<file path="config.mk">
export PLATFORM = sky130hd
export DESIGN_NAME = fly_camera_view_matrix
export DESIGN_NICKNAME = d
export VERILOG_FILES = /design/src/hw/rtl/fcvm_pkg.sv /design/src/hw/rtl/fly_camera_view_matrix.sv
export VERILOG_INCLUDE_DIRS = /design/src /design/src/hw/rtl
export SDC_FILE = /design/constraint.sdc
export NUM_CORES = 2
export LEC_CHECK = 0
export BUFFER_PORTS_ARGS = -buffer_cell sky130_fd_sc_hd__buf_2
export CAP_MARGIN = 20
export CORE_MARGIN = 3
export CORE_UTILIZATION = 41
export CTS_CLUSTER_DIAMETER = 100
export DETAILED_ROUTE_END_ITERATION = 12
export SLEW_MARGIN = 0
export SYNTH_ARGS = -nofsm -noshare
export SYNTH_HDL_FRONTEND = slang
export SYNTH_SLANG_ARGS = --single-unit
</file>
<file path="constraint.sdc">
create_clock -name i_clk -period 19.9 [get_ports i_clk]
set_clock_uncertainty 0.15 [all_clocks]
set_input_delay 1.99 -clock i_clk [delete_from_list [all_inputs] [get_ports i_clk]]
set_output_delay 1.99 -clock i_clk [all_outputs]
set_load 0.01 [all_outputs]
</file>
<file path="src/hw/rtl/assert_macros.svh">
// assertion macros included by fly_camera_view_matrix.sv
`ifndef ASSERT_MACROS_SVH
`define ASSERT_MACROS_SVH

// property checked on every rising edge outside reset
`define ASSERT_CLK(label, prop, msg) \
    label: assert property (@(posedge i_clk) disable iff (!i_rst_n) (prop)) \
        else $error(msg);

// implication checked on every rising edge outside reset
`define ASSERT_IMP(label, ante, cons, msg) \
    label: assert property (@(posedge i_clk) disable iff (!i_rst_n) (ante) |-> (cons)) \
        else $error(msg);

`endif

</file>
<file path="src/hw/rtl/fcvm_pkg.sv">
// types, constants and the arctangent table of the fly camera view block
package fcvm_pkg;

    localparam int VEC_FRAC      = 14;
    localparam int ANG_FRAC      = 8;
    localparam int CORDIC_FRAC   = 30;
    localparam int CORDIC_STEPS  = 16;
    localparam int TABLE_LEN     = 24;
    localparam int ANG_SHIFT     = 16 - ANG_FRAC;
    localparam int CORDIC_DROP   = CORDIC_FRAC - VEC_FRAC;

    localparam int ANG_FULL      = 360 << ANG_FRAC;
    localparam int ANG_HALF      = 180 << ANG_FRAC;
    localparam int ANG_QUARTER   = 90 << ANG_FRAC;
    localparam int PITCH_LIMIT   = 89 << ANG_FRAC;
    localparam int ZOOM_MIN      = 1 << ANG_FRAC;
    localparam int ZOOM_MAX      = 45 << ANG_FRAC;
    localparam int YAW_RESET     = 270 << ANG_FRAC;
    localparam int SPEED_RESET   = 640;
    localparam int VEC_ONE       = 1 << VEC_FRAC;
    localparam longint CORDIC_GAIN = 652032874;

    typedef enum logic [1:0] {
        ACT_LOOK = 2'd0,
        ACT_MOVE = 2'd1,
        ACT_ZOOM = 2'd2
    } t_action;

    typedef enum logic [2:0] {
        DIR_NONE     = 3'd0,
        DIR_FORWARD  = 3'd1,
        DIR_BACKWARD = 3'd2,
        DIR_LEFT     = 3'd3,
        DIR_RIGHT    = 3'd4,
        DIR_UP       = 3'd5,
        DIR_DOWN     = 3'd6
    } t_dir;

    typedef enum logic [1:0] {
        CFG_START_X    = 2'd0,
        CFG_START_Y    = 2'd1,
        CFG_START_Z    = 2'd2,
        CFG_MOVE_SPEED = 2'd3
    } t_cfg;

    typedef enum logic [2:0] {
        S_IDLE,
        S_CLOAD,
        S_CITER,
        S_CSTORE,
        S_MUL,
        S_ACC,
        S_OUT
    } t_state;

    // atan(2^-i) in degrees with 16 fraction bits
    function automatic logic [21:0] atan_deg(input logic [4:0] idx);
        logic [21:0] v;
        case (idx)
            5'd0:  v = 22'd2949120;
            5'd1:  v = 22'd1740967;
            5'd2:  v = 22'd919879;
            5'd3:  v = 22'd466945;
            5'd4:  v = 22'd234379;
            5'd5:  v = 22'd117304;
            5'd6:  v = 22'd58666;
            5'd7:  v = 22'd29335;
            5'd8:  v = 22'd14668;
            5'd9:  v = 22'd7334;
            5'd10: v = 22'd3667;
            5'd11: v = 22'd1833;
            5'd12: v = 22'd917;
            5'd13: v = 22'd458;
            5'd14: v = 22'd229;
            5'd15: v = 22'd115;
            5'd16: v = 22'd57;
            5'd17: v = 22'd29;
            5'd18: v = 22'd14;
            5'd19: v = 22'd7;
            5'd20: v = 22'd4;
            5'd21: v = 22'd2;
            5'd22: v = 22'd1;
            default: v = 22'd0;
        endcase
        return v;
    endfunction

endpackage

</file>
<file path="src/hw/rtl/fly_camera_view_matrix.sv">
// fly camera: euler-angle state, cordic basis and view translation
//
// Usage: events enter on the s_axis channel (tuser holds the action, tdata the
// deltas, move direction and time step). Each accepted transaction updates
// yaw, pitch, position or zoom and yields exactly one transaction on m_axis:
// right, up and front vectors in Q2.14, the view translation in Q16.16
// (saturated) and the current zoom in Q8.8 degrees.
// m_axis_tvalid rises after two passes of the shared cordic rotator (yaw, then
// pitch) followed by seventeen operations on one 17 x 33 multiplier, each a
// multiply state and an accumulate state. s_axis_tready is high only when idle,
// so one event is in flight at a time and a new event is taken only after the
// result has been taken.
// If the receiver stalls, the result is held on m_axis until taken and no new
// event is accepted. Reset sets yaw to 270, pitch to 0, zoom to 45 degrees,
// speed to 2.5 and the start position and eye to zero. The configuration port
// writes start_x/y/z (also loading the eye coordinate) and move_speed; write it
// only while the block is idle.
`include "assert_macros.svh"

module fly_camera_view_matrix #(
    parameter int CORDIC_STEPS = fcvm_pkg::CORDIC_STEPS
) (
    input  logic         i_clk,
    input  logic         i_rst_n,
    input  logic         s_axis_tvalid,
    output logic         s_axis_tready,
    // delta_x[16:0], delta_y[33:17], move_dir[36:34], time_step[52:37]
    input  logic [55:0]  s_axis_tdata,
    // action[1:0]
    input  logic [1:0]   s_axis_tuser,
    output logic         m_axis_tvalid,
    input  logic         m_axis_tready,
    // right_x, right_z, up_x, up_y, up_z, front_x, front_y, front_z (16 each),
    // shift_x, shift_y, shift_z (32 each), zoom_angle[240:224]
    output logic [247:0] m_axis_tdata,
    input  logic         i_cfg_we,
    input  logic [1:0]   i_cfg_idx,
    input  logic [31:0]  i_cfg_data
);
    import fcvm_pkg::*;

    localparam int IT_W = (CORDIC_STEPS > 1) ? $clog2(CORDIC_STEPS) : 1;

    localparam logic [4:0] OP_F0   = 5'd0;
    localparam logic [4:0] OP_F2   = 5'd1;
    localparam logic [4:0] OP_U0   = 5'd2;
    localparam logic [4:0] OP_U2   = 5'd3;
    localparam logic [4:0] OP_VEL  = 5'd4;
    localparam logic [4:0] OP_MV0  = 5'd5;
    localparam logic [4:0] OP_DOT0 = 5'd8;
    localparam logic [4:0] OP_LAST = 5'd16;

    t_state r_state, n_state;

    // architectural state
    logic [16:0]        r_yaw;
    logic signed [15:0] r_pitch;
    logic signed [17:0] r_zoom;
    logic signed [31:0] r_ex, r_ey, r_ez;
    logic [15:0]        r_speed;

    // captured event
    t_action            r_act;
    t_dir               r_dir;
    logic [15:0]        r_ts;

    // cordic rotator
    logic                r_csel;
    logic [IT_W-1:0]     r_it;
    logic signed [32:0]  r_cx, r_cy;
    logic signed [26:0]  r_cz;
    logic                r_cneg;

    // basis and results
    logic signed [15:0] r_sy, r_cyw, r_sp, r_cp;
    logic signed [15:0] r_f0, r_f2, r_u0, r_u2;
    logic [31:0]        r_vel;
    logic signed [51:0] r_acc;
    logic signed [31:0] r_shx, r_shy, r_shz;
    logic [4:0]         r_op;
    logic signed [49:0] r_prod;

    // input fields
    logic signed [16:0] w_dx, w_dy;
    assign w_dx = s_axis_tdata[16:0];
    assign w_dy = s_axis_tdata[33:17];

    logic w_acc_in;
    assign w_acc_in = s_axis_tvalid && s_axis_tready;

    // ---------------- next state ----------------
    always_comb begin
        n_state = r_state;
        case (r_state)
            S_IDLE:   if (w_acc_in) n_state = S_CLOAD;
            S_CLOAD:  n_state = S_CITER;
            S_CITER:  if (r_it == IT_W'(CORDIC_STEPS - 1)) n_state = S_CSTORE;
            S_CSTORE: n_state = r_csel ? S_MUL : S_CLOAD;
            S_MUL:    n_state = S_ACC;
            S_ACC:    n_state = (r_op == OP_LAST) ? S_OUT : S_MUL;
            S_OUT:    if (m_axis_tready) n_state = S_IDLE;
            default:  n_state = S_IDLE;
        endcase
    end

    // ---------------- handshake outputs ----------------
    always_comb begin
        s_axis_tready = 1'b0;
        m_axis_tvalid = 1'b0;
        case (r_state)
            S_IDLE:  s_axis_tready = 1'b1;
            S_OUT:   m_axis_tvalid = 1'b1;
            default: ;
        endcase
    end

    // ---------------- look and zoom update ----------------
    logic signed [18:0] w_yaw_sum, w_yaw_new;
    logic signed [17:0] w_pitch_sum;
    logic signed [16:0] w_pitch_new;
    logic signed [17:0] w_zoom_new;
    always_comb begin
        w_yaw_sum = $signed({2'b00, r_yaw}) + 19'(w_dx);
        if (w_yaw_sum < 0)
            w_yaw_new = w_yaw_sum + 19'(ANG_FULL);
        else if (w_yaw_sum >= 19'(ANG_FULL))
            w_yaw_new = w_yaw_sum - 19'(ANG_FULL);
        else
            w_yaw_new = w_yaw_sum;
        w_pitch_sum = 18'(r_pitch) + 18'(w_dy);
        if (w_pitch_sum > 18'(PITCH_LIMIT))
            w_pitch_new = 17'(PITCH_LIMIT);
        else if (w_pitch_sum < -18'(PITCH_LIMIT))
            w_pitch_new = -17'(PITCH_LIMIT);
        else
            w_pitch_new = 17'(w_pitch_sum);
        // an out-of-range zoom is clamped now and the delta of this event is dropped
        if (r_zoom >= 18'(ZOOM_MIN) && r_zoom <= 18'(ZOOM_MAX))
            w_zoom_new = r_zoom - 18'(w_dy);
        else if (r_zoom < 18'(ZOOM_MIN))
            w_zoom_new = 18'(ZOOM_MIN);
        else
            w_zoom_new = 18'(ZOOM_MAX);
    end

    // ---------------- cordic ----------------
    logic signed [17:0] w_ang, w_a1;
    logic signed [17:0] w_afold;
    logic               w_fneg;
    logic signed [32:0] w_xs, w_ys;
    logic signed [26:0] w_atan;
    logic signed [16:0] w_xr, w_yr;
    logic signed [15:0] w_xc, w_yc, w_cos, w_sin;
    always_comb begin
        w_ang = r_csel ? 18'(r_pitch) : $signed({1'b0, r_yaw});
        w_a1 = (w_ang >= 18'(ANG_HALF)) ? w_ang - 18'(ANG_FULL) : w_ang;
        w_fneg = 1'b0;
        w_afold = w_a1;
        if (w_a1 > 18'(ANG_QUARTER)) begin
            w_afold = w_a1 - 18'(ANG_HALF);
            w_fneg = 1'b1;
        end else if (w_a1 < -18'(ANG_QUARTER)) begin
            w_afold = w_a1 + 18'(ANG_HALF);
            w_fneg = 1'b1;
        end
        w_xs = r_cx >>> r_it;
        w_ys = r_cy >>> r_it;
        w_atan = $signed({5'b0, atan_deg(5'(r_it))});
        w_xr = 17'((r_cx + 33'sd32768) >>> CORDIC_DROP);
        w_yr = 17'((r_cy + 33'sd32768) >>> CORDIC_DROP);
        w_xc = (w_xr > 17'(VEC_ONE)) ? 16'(VEC_ONE) :
               (w_xr < -17'(VEC_ONE)) ? -16'(VEC_ONE) : 16'(w_xr);
        w_yc = (w_yr > 17'(VEC_ONE)) ? 16'(VEC_ONE) :
               (w_yr < -17'(VEC_ONE)) ? -16'(VEC_ONE) : 16'(w_yr);
        w_cos = r_cneg ? -w_xc : w_xc;
        w_sin = r_cneg ? -w_yc : w_yc;
    end

    // ---------------- shared multiplier operands ----------------
    logic signed [15:0] w_rx, w_rz, w_ux, w_uy, w_uz, w_fx, w_fy, w_fz;
    assign w_rx = -r_sy;
    assign w_rz = r_cyw;
    assign w_ux = r_u0;
    assign w_uy = r_cp;
    assign w_uz = r_u2;
    assign w_fx = r_f0;
    assign w_fy = r_sp;
    assign w_fz = r_f2;

    // move vector and direction
    logic signed [15:0] w_mv0, w_mv1, w_mv2;
    logic               w_msub;
    always_comb begin
        w_mv0 = '0;
        w_mv1 = '0;
        w_mv2 = '0;
        w_msub = 1'b0;
        if (r_act == ACT_MOVE) begin
            case (r_dir)
                DIR_FORWARD, DIR_BACKWARD: begin
                    w_mv0 = w_fx;
                    w_mv1 = w_fy;
                    w_mv2 = w_fz;
                end
                DIR_LEFT, DIR_RIGHT: begin
                    w_mv0 = w_rx;
                    w_mv2 = w_rz;
                end
                DIR_UP, DIR_DOWN: w_mv1 = 16'(VEC_ONE);
                default: ;
            endcase
            w_msub = (r_dir == DIR_BACKWARD) || (r_dir == DIR_LEFT) || (r_dir == DIR_DOWN);
        end
    end

    logic [1:0]         w_k;
    logic [1:0]         w_vsel;
    logic [4:0]         w_dot_op;
    logic [1:0]         w_dot_rem;
    logic signed [16:0] w_ma;
    logic signed [32:0] w_mb;
    logic signed [31:0] w_eye_k;
    logic signed [15:0] w_vec_k, w_mv_k;
    always_comb begin
        w_dot_op = r_op - OP_DOT0;
        // dot index split into vector and coordinate by compare and subtract
        if (w_dot_op >= 5'd6) begin
            w_vsel = 2'd2;
            w_dot_rem = 2'(w_dot_op - 5'd6);
        end else if (w_dot_op >= 5'd3) begin
            w_vsel = 2'd1;
            w_dot_rem = 2'(w_dot_op - 5'd3);
        end else begin
            w_vsel = 2'd0;
            w_dot_rem = 2'(w_dot_op);
        end
        w_k = (r_op >= OP_DOT0) ? w_dot_rem : 2'(r_op - OP_MV0);
        case (w_k)
            2'd0:    w_eye_k = r_ex;
            2'd1:    w_eye_k = r_ey;
            default: w_eye_k = r_ez;
        endcase
        case (w_k)
            2'd0:    w_mv_k = w_mv0;
            2'd1:    w_mv_k = w_mv1;
            default: w_mv_k = w_mv2;
        endcase
        case ({w_vsel, w_k})
            4'b00_00: w_vec_k = w_rx;
            4'b00_10: w_vec_k = w_rz;
            4'b01_00: w_vec_k = w_ux;
            4'b01_01: w_vec_k = w_uy;
            4'b01_10: w_vec_k = w_uz;
            4'b10_00: w_vec_k = w_fx;
            4'b10_01: w_vec_k = w_fy;
            4'b10_10: w_vec_k = w_fz;
            default:  w_vec_k = '0;
        endcase
        case (r_op)
            OP_F0: begin
                w_ma = 17'(r_cyw);
                w_mb = 33'(r_cp);
            end
            OP_F2: begin
                w_ma = 17'(r_sy);
                w_mb = 33'(r_cp);
            end
            OP_U0: begin
                w_ma = 17'(r_cyw);
                w_mb = 33'(r_sp);
            end
            OP_U2: begin
                w_ma = 17'(r_sy);
                w_mb = 33'(r_sp);
            end
            OP_VEL: begin
                w_ma = $signed({1'b0, r_ts});
                w_mb = $signed({17'b0, r_speed});
            end
            default: begin
                if (r_op < OP_DOT0) begin
                    w_ma = 17'(w_mv_k);
                    w_mb = $signed({1'b0, r_vel});
                end else begin
                    w_ma = 17'(w_vec_k);
                    w_mb = 33'(w_eye_k);
                end
            end
        endcase
    end

    // ---------------- consuming the product ----------------
    logic signed [15:0] w_rs14;
    logic signed [27:0] w_step;
    logic signed [32:0] w_mov_sum;
    logic signed [31:0] w_mov_sat;
    logic signed [51:0] w_acc_new, w_dot_v;
    logic signed [37:0] w_dot_r;
    logic signed [31:0] w_dot_sat;
    always_comb begin
        w_rs14 = 16'((r_prod + 50'sd8192) >>> VEC_FRAC);
        w_step = 28'((r_prod + 50'sd2097152) >>> (VEC_FRAC + 8));
        w_mov_sum = w_msub ? 33'(w_eye_k) - 33'(w_step) : 33'(w_eye_k) + 33'(w_step);
        w_mov_sat = (w_mov_sum > 33'sh0_7FFF_FFFF) ? 32'sh7FFF_FFFF :
                    (w_mov_sum < -33'sh0_8000_0000) ? 32'sh8000_0000 : 32'(w_mov_sum);
        w_acc_new = (w_k == 2'd0) ? 52'(r_prod) : r_acc + 52'(r_prod);
        w_dot_v = (w_vsel == 2'd2) ? w_acc_new : -w_acc_new;
        w_dot_r = 38'((w_dot_v + 52'sd8192) >>> VEC_FRAC);
        w_dot_sat = (w_dot_r > 38'sh7FFF_FFFF) ? 32'sh7FFF_FFFF :
                    (w_dot_r < -38'sh8000_0000) ? 32'sh8000_0000 : 32'(w_dot_r);
    end

    // ---------------- registers ----------------
    always_ff @(posedge i_clk) begin
        if (!i_rst_n) begin
            r_state <= S_IDLE;
            r_yaw   <= 17'(YAW_RESET);
            r_pitch <= '0;
            r_zoom  <= 18'(ZOOM_MAX);
            r_ex    <= '0;
            r_ey    <= '0;
            r_ez    <= '0;
            r_speed <= 16'(SPEED_RESET);
            r_csel  <= 1'b0;
            r_it    <= '0;
            r_op    <= '0;
        end else begin
            r_state <= n_state;
            if (i_cfg_we) begin
                case (t_cfg'(i_cfg_idx))
                    CFG_START_X:    r_ex <= i_cfg_data;
                    CFG_START_Y:    r_ey <= i_cfg_data;
                    CFG_START_Z:    r_ez <= i_cfg_data;
                    CFG_MOVE_SPEED: r_speed <= i_cfg_data[15:0];
                    default: ;
                endcase
            end
            case (r_state)
                S_IDLE: begin
                    if (w_acc_in) begin
                        r_act  <= t_action'(s_axis_tuser);
                        r_dir  <= t_dir'(s_axis_tdata[36:34]);
                        r_ts   <= s_axis_tdata[52:37];
                        r_csel <= 1'b0;
                        if (t_action'(s_axis_tuser) == ACT_LOOK) begin
                            r_yaw   <= 17'(w_yaw_new);
                            r_pitch <= 16'(w_pitch_new);
                        end else if (t_action'(s_axis_tuser) == ACT_ZOOM) begin
                            r_zoom <= w_zoom_new;
                        end
                    end
                end
                S_CLOAD: begin
                    r_cx   <= 33'(CORDIC_GAIN);
                    r_cy   <= '0;
                    r_cz   <= 27'(w_afold) <<< ANG_SHIFT;
                    r_cneg <= w_fneg;
                    r_it   <= '0;
                end
                S_CITER: begin
                    if (r_cz >= 0) begin
                        r_cx <= r_cx - w_ys;
                        r_cy <= r_cy + w_xs;
                        r_cz <= r_cz - w_atan;
                    end else begin
                        r_cx <= r_cx + w_ys;
                        r_cy <= r_cy - w_xs;
                        r_cz <= r_cz + w_atan;
                    end
                    r_it <= r_it + 1'b1;
                end
                S_CSTORE: begin
                    if (r_csel) begin
                        r_sp <= w_sin;
                        r_cp <= w_cos;
                    end else begin
                        r_sy  <= w_sin;
                        r_cyw <= w_cos;
                    end
                    r_csel <= 1'b1;
                    r_op   <= '0;
                end
                S_MUL: r_prod <= w_ma * w_mb;
                S_ACC: begin
                    case (r_op)
                        OP_F0:  r_f0  <= w_rs14;
                        OP_F2:  r_f2  <= w_rs14;
                        OP_U0:  r_u0  <= -w_rs14;
                        OP_U2:  r_u2  <= -w_rs14;
                        OP_VEL: r_vel <= r_prod[31:0];
                        default: begin
                            if (r_op < OP_DOT0) begin
                                case (w_k)
                                    2'd0:    r_ex <= w_mov_sat;
                                    2'd1:    r_ey <= w_mov_sat;
                                    default: r_ez <= w_mov_sat;
                                endcase
                            end else begin
                                r_acc <= w_acc_new;
                                if (w_k == 2'd2) begin
                                    case (w_vsel)
                                        2'd0:    r_shx <= w_dot_sat;
                                        2'd1:    r_shy <= w_dot_sat;
                                        default: r_shz <= w_dot_sat;
                                    endcase
                                end
                            end
                        end
                    endcase
                    r_op <= r_op + 1'b1;
                end
                default: ;
            endcase
        end
    end

    // ---------------- result ----------------
    logic signed [16:0] w_zoom_out;
    assign w_zoom_out = (r_zoom > 18'sd65535) ? 17'sd65535 :
                        (r_zoom < -18'sd65536) ? -17'sd65536 : 17'(r_zoom);

    assign m_axis_tdata = {7'b0, w_zoom_out, r_shz, r_shy, r_shx,
                           w_fz, w_fy, w_fx, w_uz, w_uy, w_ux, w_rz, w_rx};

    `ASSERT_CLK(a_pitch_range,
        r_pitch <= 16'(PITCH_LIMIT) && r_pitch >= -16'(PITCH_LIMIT),
        "pitch left its clamp range")
    `ASSERT_CLK(a_yaw_range, r_yaw < 17'(ANG_FULL), "yaw not wrapped")
    `ASSERT_IMP(a_busy_no_ready, r_state != S_IDLE, !s_axis_tready,
        "ready while an event is in flight")
    `ASSERT_IMP(a_out_stall_hold, m_axis_tvalid && !m_axis_tready, ##1 m_axis_tvalid,
        "result dropped under stall")

endmodule
</file>
Yosys cells after proc, flatten, opt, wreduce, memory -nomap -nowiden
Memory sizes are Yosys's and may differ from the RTL's. A register that Yosys moved wholly into a read port is not among the register bits. Index checks and enable logic that the tools add are counted.

Register bits after elaboration: 649. Latch bits: 0. RAM bits: 0. Bits in read-only memories: 352. Input bits: 97. Memories kept: 1.

Add/sub/neg operators: 33. $mul: 1. Div/mod/pow operators: 0. Magnitude comparators: 25. Eq/ne operators: 37. Shifts and indexed selects: 2. Multiplexer cells: 83. Bitwise gates (word level): 5. Reductions and logical operators: 44.

Memory list: (name not given) (words 16, bits a word 22, read ports 1, clocked after Yosys merged registers in 1, wr ports 0, RTL line fcvm_pkg.sv:59) `case (idx)`.

Operator list (number): $mux W32 (22); $mux W16 (11); $mux W33 (4); $pmux W33 S2 (2); $pmux W16 S2 (4); $pmux W16 S8 (1); $mux W52 (2); $pmux W33 S3 (1); $mux W18 (5); $mux W17 (5); $add A33 B17 Y33 const B (2); $add A33 B33 Y33 (2); $sshr A33 B4 Y33 (2); $sub A33 B33 Y33 (2); $neg A16 Y16 (4); $pmux W32 S2 (1); $pmux W27 S2 (1); $add A52 B15 Y52 const B (1); $add A52 B50 Y52 (1); $neg A52 Y52 (1); $pmux W17 S3 (1); $add A50 B23 Y50 const B (1); $mul A17 B33 Y50 (1); $gt A38 B32 Y1 const B (1); other kinds (75) (152).

Depth between registers and ports, before layout
Depth in word-level cells: 16. Mapped depth: 48.

Worst setup path after synthesis
OpenSTA, ideal clock, no wires.

Kind: register to register. Start: register r_op[3]. End: register r_prod[48] (data pin). Arrival time: 11210 ps. Required time: 19481 ps. Setup slack: 8271 ps. Stages on the path, launching flop included: 44. Buffers on the path: 9. Path through: dfxtp_1 buf_2 inv_1 ha_1 clkbuf_1 o41ai_2 o32ai_4 o21ai_1 clkbuf_1 clkbuf_1 clkbuf_1 clkbuf_1 nor2_1 clkbuf_1 a22oi_1 a31oi_1 o31ai_1 clkbuf_1 [8 not listed] inv_1 fa_1 inv_1 ha_1 clkbuf_1 a211oi_1 a21oi_1 o31ai_1 a311oi_1 o31ai_1 o21ai_0 o41ai_1 o31ai_1 o41ai_1 o21ai_0 a31oi_1 o31ai_1 xor2_1.

Cells in the longest elaborated chain, start to end: 10. Elaborated cells on any way between the ends: 37.

Ends and longest elaborated chain: from (decl) (RTL line fly_camera_view_matrix.sv:80) `logic [4:0] r_op;`; from (signal assigned) (RTL line fly_camera_view_matrix.sv:410) `r_op <= r_op + 1'b1;`; $sub A5 B4 Y5 (RTL line fly_camera_view_matrix.sv:225) `w_dot_op = r_op - OP_DOT0;`; $ge A5 B2 Y1 (RTL line fly_camera_view_matrix.sv:230) `end else if (w_dot_op >= 5'd3) begin`; $mux W2 (RTL line fly_camera_view_matrix.sv:230); $mux W2 (RTL line fly_camera_view_matrix.sv:227) `if (w_dot_op >= 5'd6) begin`; $mux W2 (RTL line fly_camera_view_matrix.sv:237) `w_k = (r_op >= OP_DOT0) ? w_dot_rem : 2'(r_op - OP_MV0);`; $eq A4 B4 Y1 (tied with other cells) (RTL line fly_camera_view_matrix.sv:248) `case ({w_vsel, w_k})`; $pmux W16 S8 (tied with other cells) (RTL line fly_camera_view_matrix.sv:248); $mux W17 or $mux W33 (tied branches) (RTL line fly_camera_view_matrix.sv:281) `if (r_op < OP_DOT0) begin`; $pmux W17 S3 or $pmux W33 S3 (tied branches) (RTL line fly_camera_view_matrix.sv:259) `case (r_op)`; $mul A17 B33 Y50 * (RTL line fly_camera_view_matrix.sv:383) `S_MUL: r_prod <= w_ma * w_mb;`; to (signal assigned) (RTL line fly_camera_view_matrix.sv:383); to (decl) (RTL line fly_camera_view_matrix.sv:81) `logic signed [49:0] r_prod;`.

Mark *: on every way between the ends. The rest lies on a longest branch, timed or not. A chain may end at the register's enable or synchronous reset.

Final worst setup path
Ends and elaborated chain as after synthesis.

==> insert_results.sql <==
INSERT INTO impl_metrics (metric_group, metric, value, unit) VALUES
('grt', 'track_usage', '28.2', '%'),
('sta', 'final.setup.tns', '0', 'ns'),
('route', 'dr.first_iter.drc_count', '5276', ''),
('setup_path', 'setup.worst_path.start_class', 'register', ''),
('clocking', 'clkTransAtPathRegs', '0.06', 'ns'),
('setup_path', 'arrival', '14.71', 'ns'),
('place', 'port_buffers', '336', ''),
('clocking', 'clockBufferDepth', '3', ''),
('layout', 'final_cell_area', '76500', 'µm²'),
('sta', 'fin_hold_ws', '0.365', 'ns'),
('clocking', 'clock_tree_root_driver_cell', 'sky130_fd_sc_hd__clkbuf_16', ''),
('setup_path', 'startpoint_of_the_lowest_slack_register_to_register_path', 'r_op[3]', ''),
('grt', 'grt.met1_usage', '33.0', '%'),
('sta', 'min_setup_slack_post_route', '5.45', 'ns'),
('power', 'power_share_of_the_combinational_group', '30.7', '%'),
('power', 'total_power', '4.55', 'mW'),
('power', 'vdd_ir_drop_max', '0.0628', 'mV'),
('layout', 'synthToLayoutAreaGrowth', '9.71', '%'),
('layout', 'most_common_cell_after_layout_fill_and_taps_aside', 'sky130_fd_sc_hd__nand2_1', ''),
('place', 'place_hpwl', '194', 'mm'),
('die', 'design.die.area', '175000', 'µm²'),
('sta', 'timing_max_transition_violations_final', '0', ''),
('grt', 'first_global_vias', '59700', ''),
('setup_path', 'crit_path_top_delay_cell', 'sky130_fd_sc_hd__a2111oi_0', ''),
('synth', 'count_of_state_elements_after_synthesis', '671', ''),
('place', 'placed_cells', '10300', ''),
('die', 'die_w', '418', 'µm'),
('synth', 'synth_top_family_by_area', 'adder cells', ''),
('clocking', 'postCtsHoldBufs', '0', ''),
('route', 'avgViaCountPerCell', '5.82', ''),
('synth', 'synthAdderAreaFrac', '22.3', '%'),
('grt', 'grt_overflow_total', '0', ''),
('worst_hold_path', 'min_delay_worst_endpoint', 'r_yaw[4]', ''),
('place', 'place_worst_setup_slack', '5.73', 'ns'),
('power', 'power.share.switching', '34.0', '%'),
('setup_path', 'crit_path_max_incr_delay', '0.85', 'ns'),
('setup_path', 'critical_setup_path_kind', 'reg2reg', ''),
('place', 'finalWeightedCongestion', '0.969', ''),
('synth', 'synthCells', '8018', ''),
('power', 'total_leakage_power', '32.4', 'nW'),
('synth', 'synth_simple_gate_area_share', '19.1', '%'),
('status', 'run_status', 'completed', ''),
('clocking', 'cts_resized', '0', ''),
('synth', 'synthesis.area', '69800', 'µm²'),
('synth', 'yosys.area_share.xor_xnor', '6.40', '%'),
('route', 'detailroute.via_count', '60700', ''),
('clocking', 'tritoncts', 'built', ''),
('sta', 'timing.final.crit_period', '14.45', 'ns'),
('clocking', 'insertion_delay', '0.72', 'ns'),
('clocking', 'clock-sinks', '671', ''),
('sta', 'layout_worst_path_cycle_share', '72.6', '%'),
('synth', 'synth_top_flop_cell', 'sky130_fd_sc_hd__edfxtp_1', ''),
('layout', 'drive_above_1_share', '9.74', '%'),
('sta', 'finalHoldViolations', '0', ''),
('route', 'drc', '0', ''),
('worst_hold_path', 'worst_hold_startpoint', 'r_yaw[4]', ''),
('die', 'die_h', '418', 'µm'),
('synth', 'number_of_synthesized_flops_with_an_enable_pin', '473', ''),
('layout', 'mostFrequentLayoutCells', 'sky130_fd_sc_hd__nand2_1, sky130_fd_sc_hd__inv_1, sky130_fd_sc_hd__nor2_1', ''),
('grt', 'grt_max_degree', '83', ''),
('setup_path', 'crit_required', '20.17', 'ns'),
('job', 'timing.max_cap.violations', '0', ''),
('grt', 'initial_antenna_violation_count', '12', ''),
('power', 'internal_power', '3.00', 'mW'),
('setup_path', 'r2r-end', 'r_prod[48]', ''),
('power', 'sw_power', '1.55', 'mW'),
('sta', 'report.final.setup_viol', '0', ''),
('layout', 'num-nets-final', '9177', ''),
('synth', 'synthArstFlopShare', '0', '%'),
('route', 'detail_route.wirelength', '252', 'mm'),
('worst_hold_path', 'worst_hold_path_type', 'reg2reg', '');
-- worst max-delay path by stage --
stage / from / endpoint / slack (ns)
finish: r_op[3] / r_prod[48] / 5.45
floorplan: r_op[3] / r_prod[48] / 8.27
global placement: r_op[3] / r_prod[48] / 5.87
global route: r_op[3] / r_prod[48] / 4.68
CTS: r_op[3] / r_prod[48] / 5.69
detailed placement: r_op[3] / r_prod[48] / 5.73
-- power by group through the flow --
stage / Sequential [mW] / Clock (mW) / Combinational [mW]
after CTS: 1.60 / 1.58 / 1.39
after global routing: 1.60 / 1.64 / 1.56
after floorplan: 1.61 / 0 / 1.04
after global placement: 1.63 / 0 / 1.36
after detailed placement: 1.63 / 0 / 1.38
final: 1.60 / 1.55 / 1.40
-- sequential cells by signal (all words and copies together), names as in the netlist, 33 cells and up --
name    cells
r_cy       33
r_cx       33
r_acc      52
r_prod     50
-- worst max-delay path: cells and delay by family, from the launching register on --
| family | cells | cell delay, ns |
|---|---|---|
| compound gates | 18 | 6.56 |
| xor+xnor | 1 | 0.10 |
| fa+ha+maj | 8 | 3.43 |
| buf+inv | 9 | 2.05 |
| flops | 1 | 0.52 |
| simple gates | 6 | 1.32 |
-- final cells by class --
| cell class | count | area (µm²) |
|---|---|---|
| well taps | 2204 | 2760 |
| flip-flops and latches | 671 | 18200 |
| repair buffers | 438 | 2460 |
| clock buffers | 111 | 2320 |
| inverters | 805 | 3020 |
| multi-input cells | 6161 | 47300 |
| clock inverters | 45 | 454 |
| fillers | 16300 | 91600 |
| diodes | 6 | 15.0 |
-- kinds of logic (layout without fill, tap and decap cells) --
group                      Yosys count  count (layout)
AOI/OAI and AO/OA                 1617            1617
xor gates and xnor gates           509             509
adders and majority gates          919             919
buffers and inverters             1192            1399
DFF                                671             671
muxes                              206             206
other                                1              13
and+or+nand+nor                   2903            2903
-- per-layer routing --
| metal | up-vias | wire, µm |
|---|---|---|
| li1 | 28000 | - |
| met1 | 29700 | 96200 |
| met2 | 2331 | 117000 |
| met3 | 683 | 15300 |
| met4 | 6 | 23500 |
| met5 | - | 35 |
-- cell usage after synthesis, types with 72 or more instances --
cell | n | share of area [%]
sky130_fd_sc_hd__ha_1 | 374 | 6.7
sky130_fd_sc_hd__xor2_1 | 192 | 2.4
sky130_fd_sc_hd__dfxtp_1 | 198 | 5.7
sky130_fd_sc_hd__clkbuf_1 | 300 | 1.6
sky130_fd_sc_hd__inv_1 | 801 | 4.3
sky130_fd_sc_hd__xnor2_1 | 316 | 4.0
sky130_fd_sc_hd__fa_1 | 545 | 16
sky130_fd_sc_hd__a21oi_1 | 331 | 2.4
sky130_fd_sc_hd__nand2_1 | 1120 | 6.0
sky130_fd_sc_hd__nor3_1 | 153 | 1.1
sky130_fd_sc_hd__edfxtp_1 | 473 | 20
sky130_fd_sc_hd__a21o_1 | 83 | 0.89
sky130_fd_sc_hd__o21ai_0 | 365 | 2.6
sky130_fd_sc_hd__mux2i_1 | 108 | 1.5
sky130_fd_sc_hd__nor2_1 | 747 | 4.0
sky130_fd_sc_hd__nand3_1 | 236 | 1.7
sky130_fd_sc_hd__nand2b_1 | 80 | 0.72
sky130_fd_sc_hd__and3_1 | 119 | 1.1
sky130_fd_sc_hd__a211oi_1 | 72 | 0.77
(Power assumes the default switching activity.)
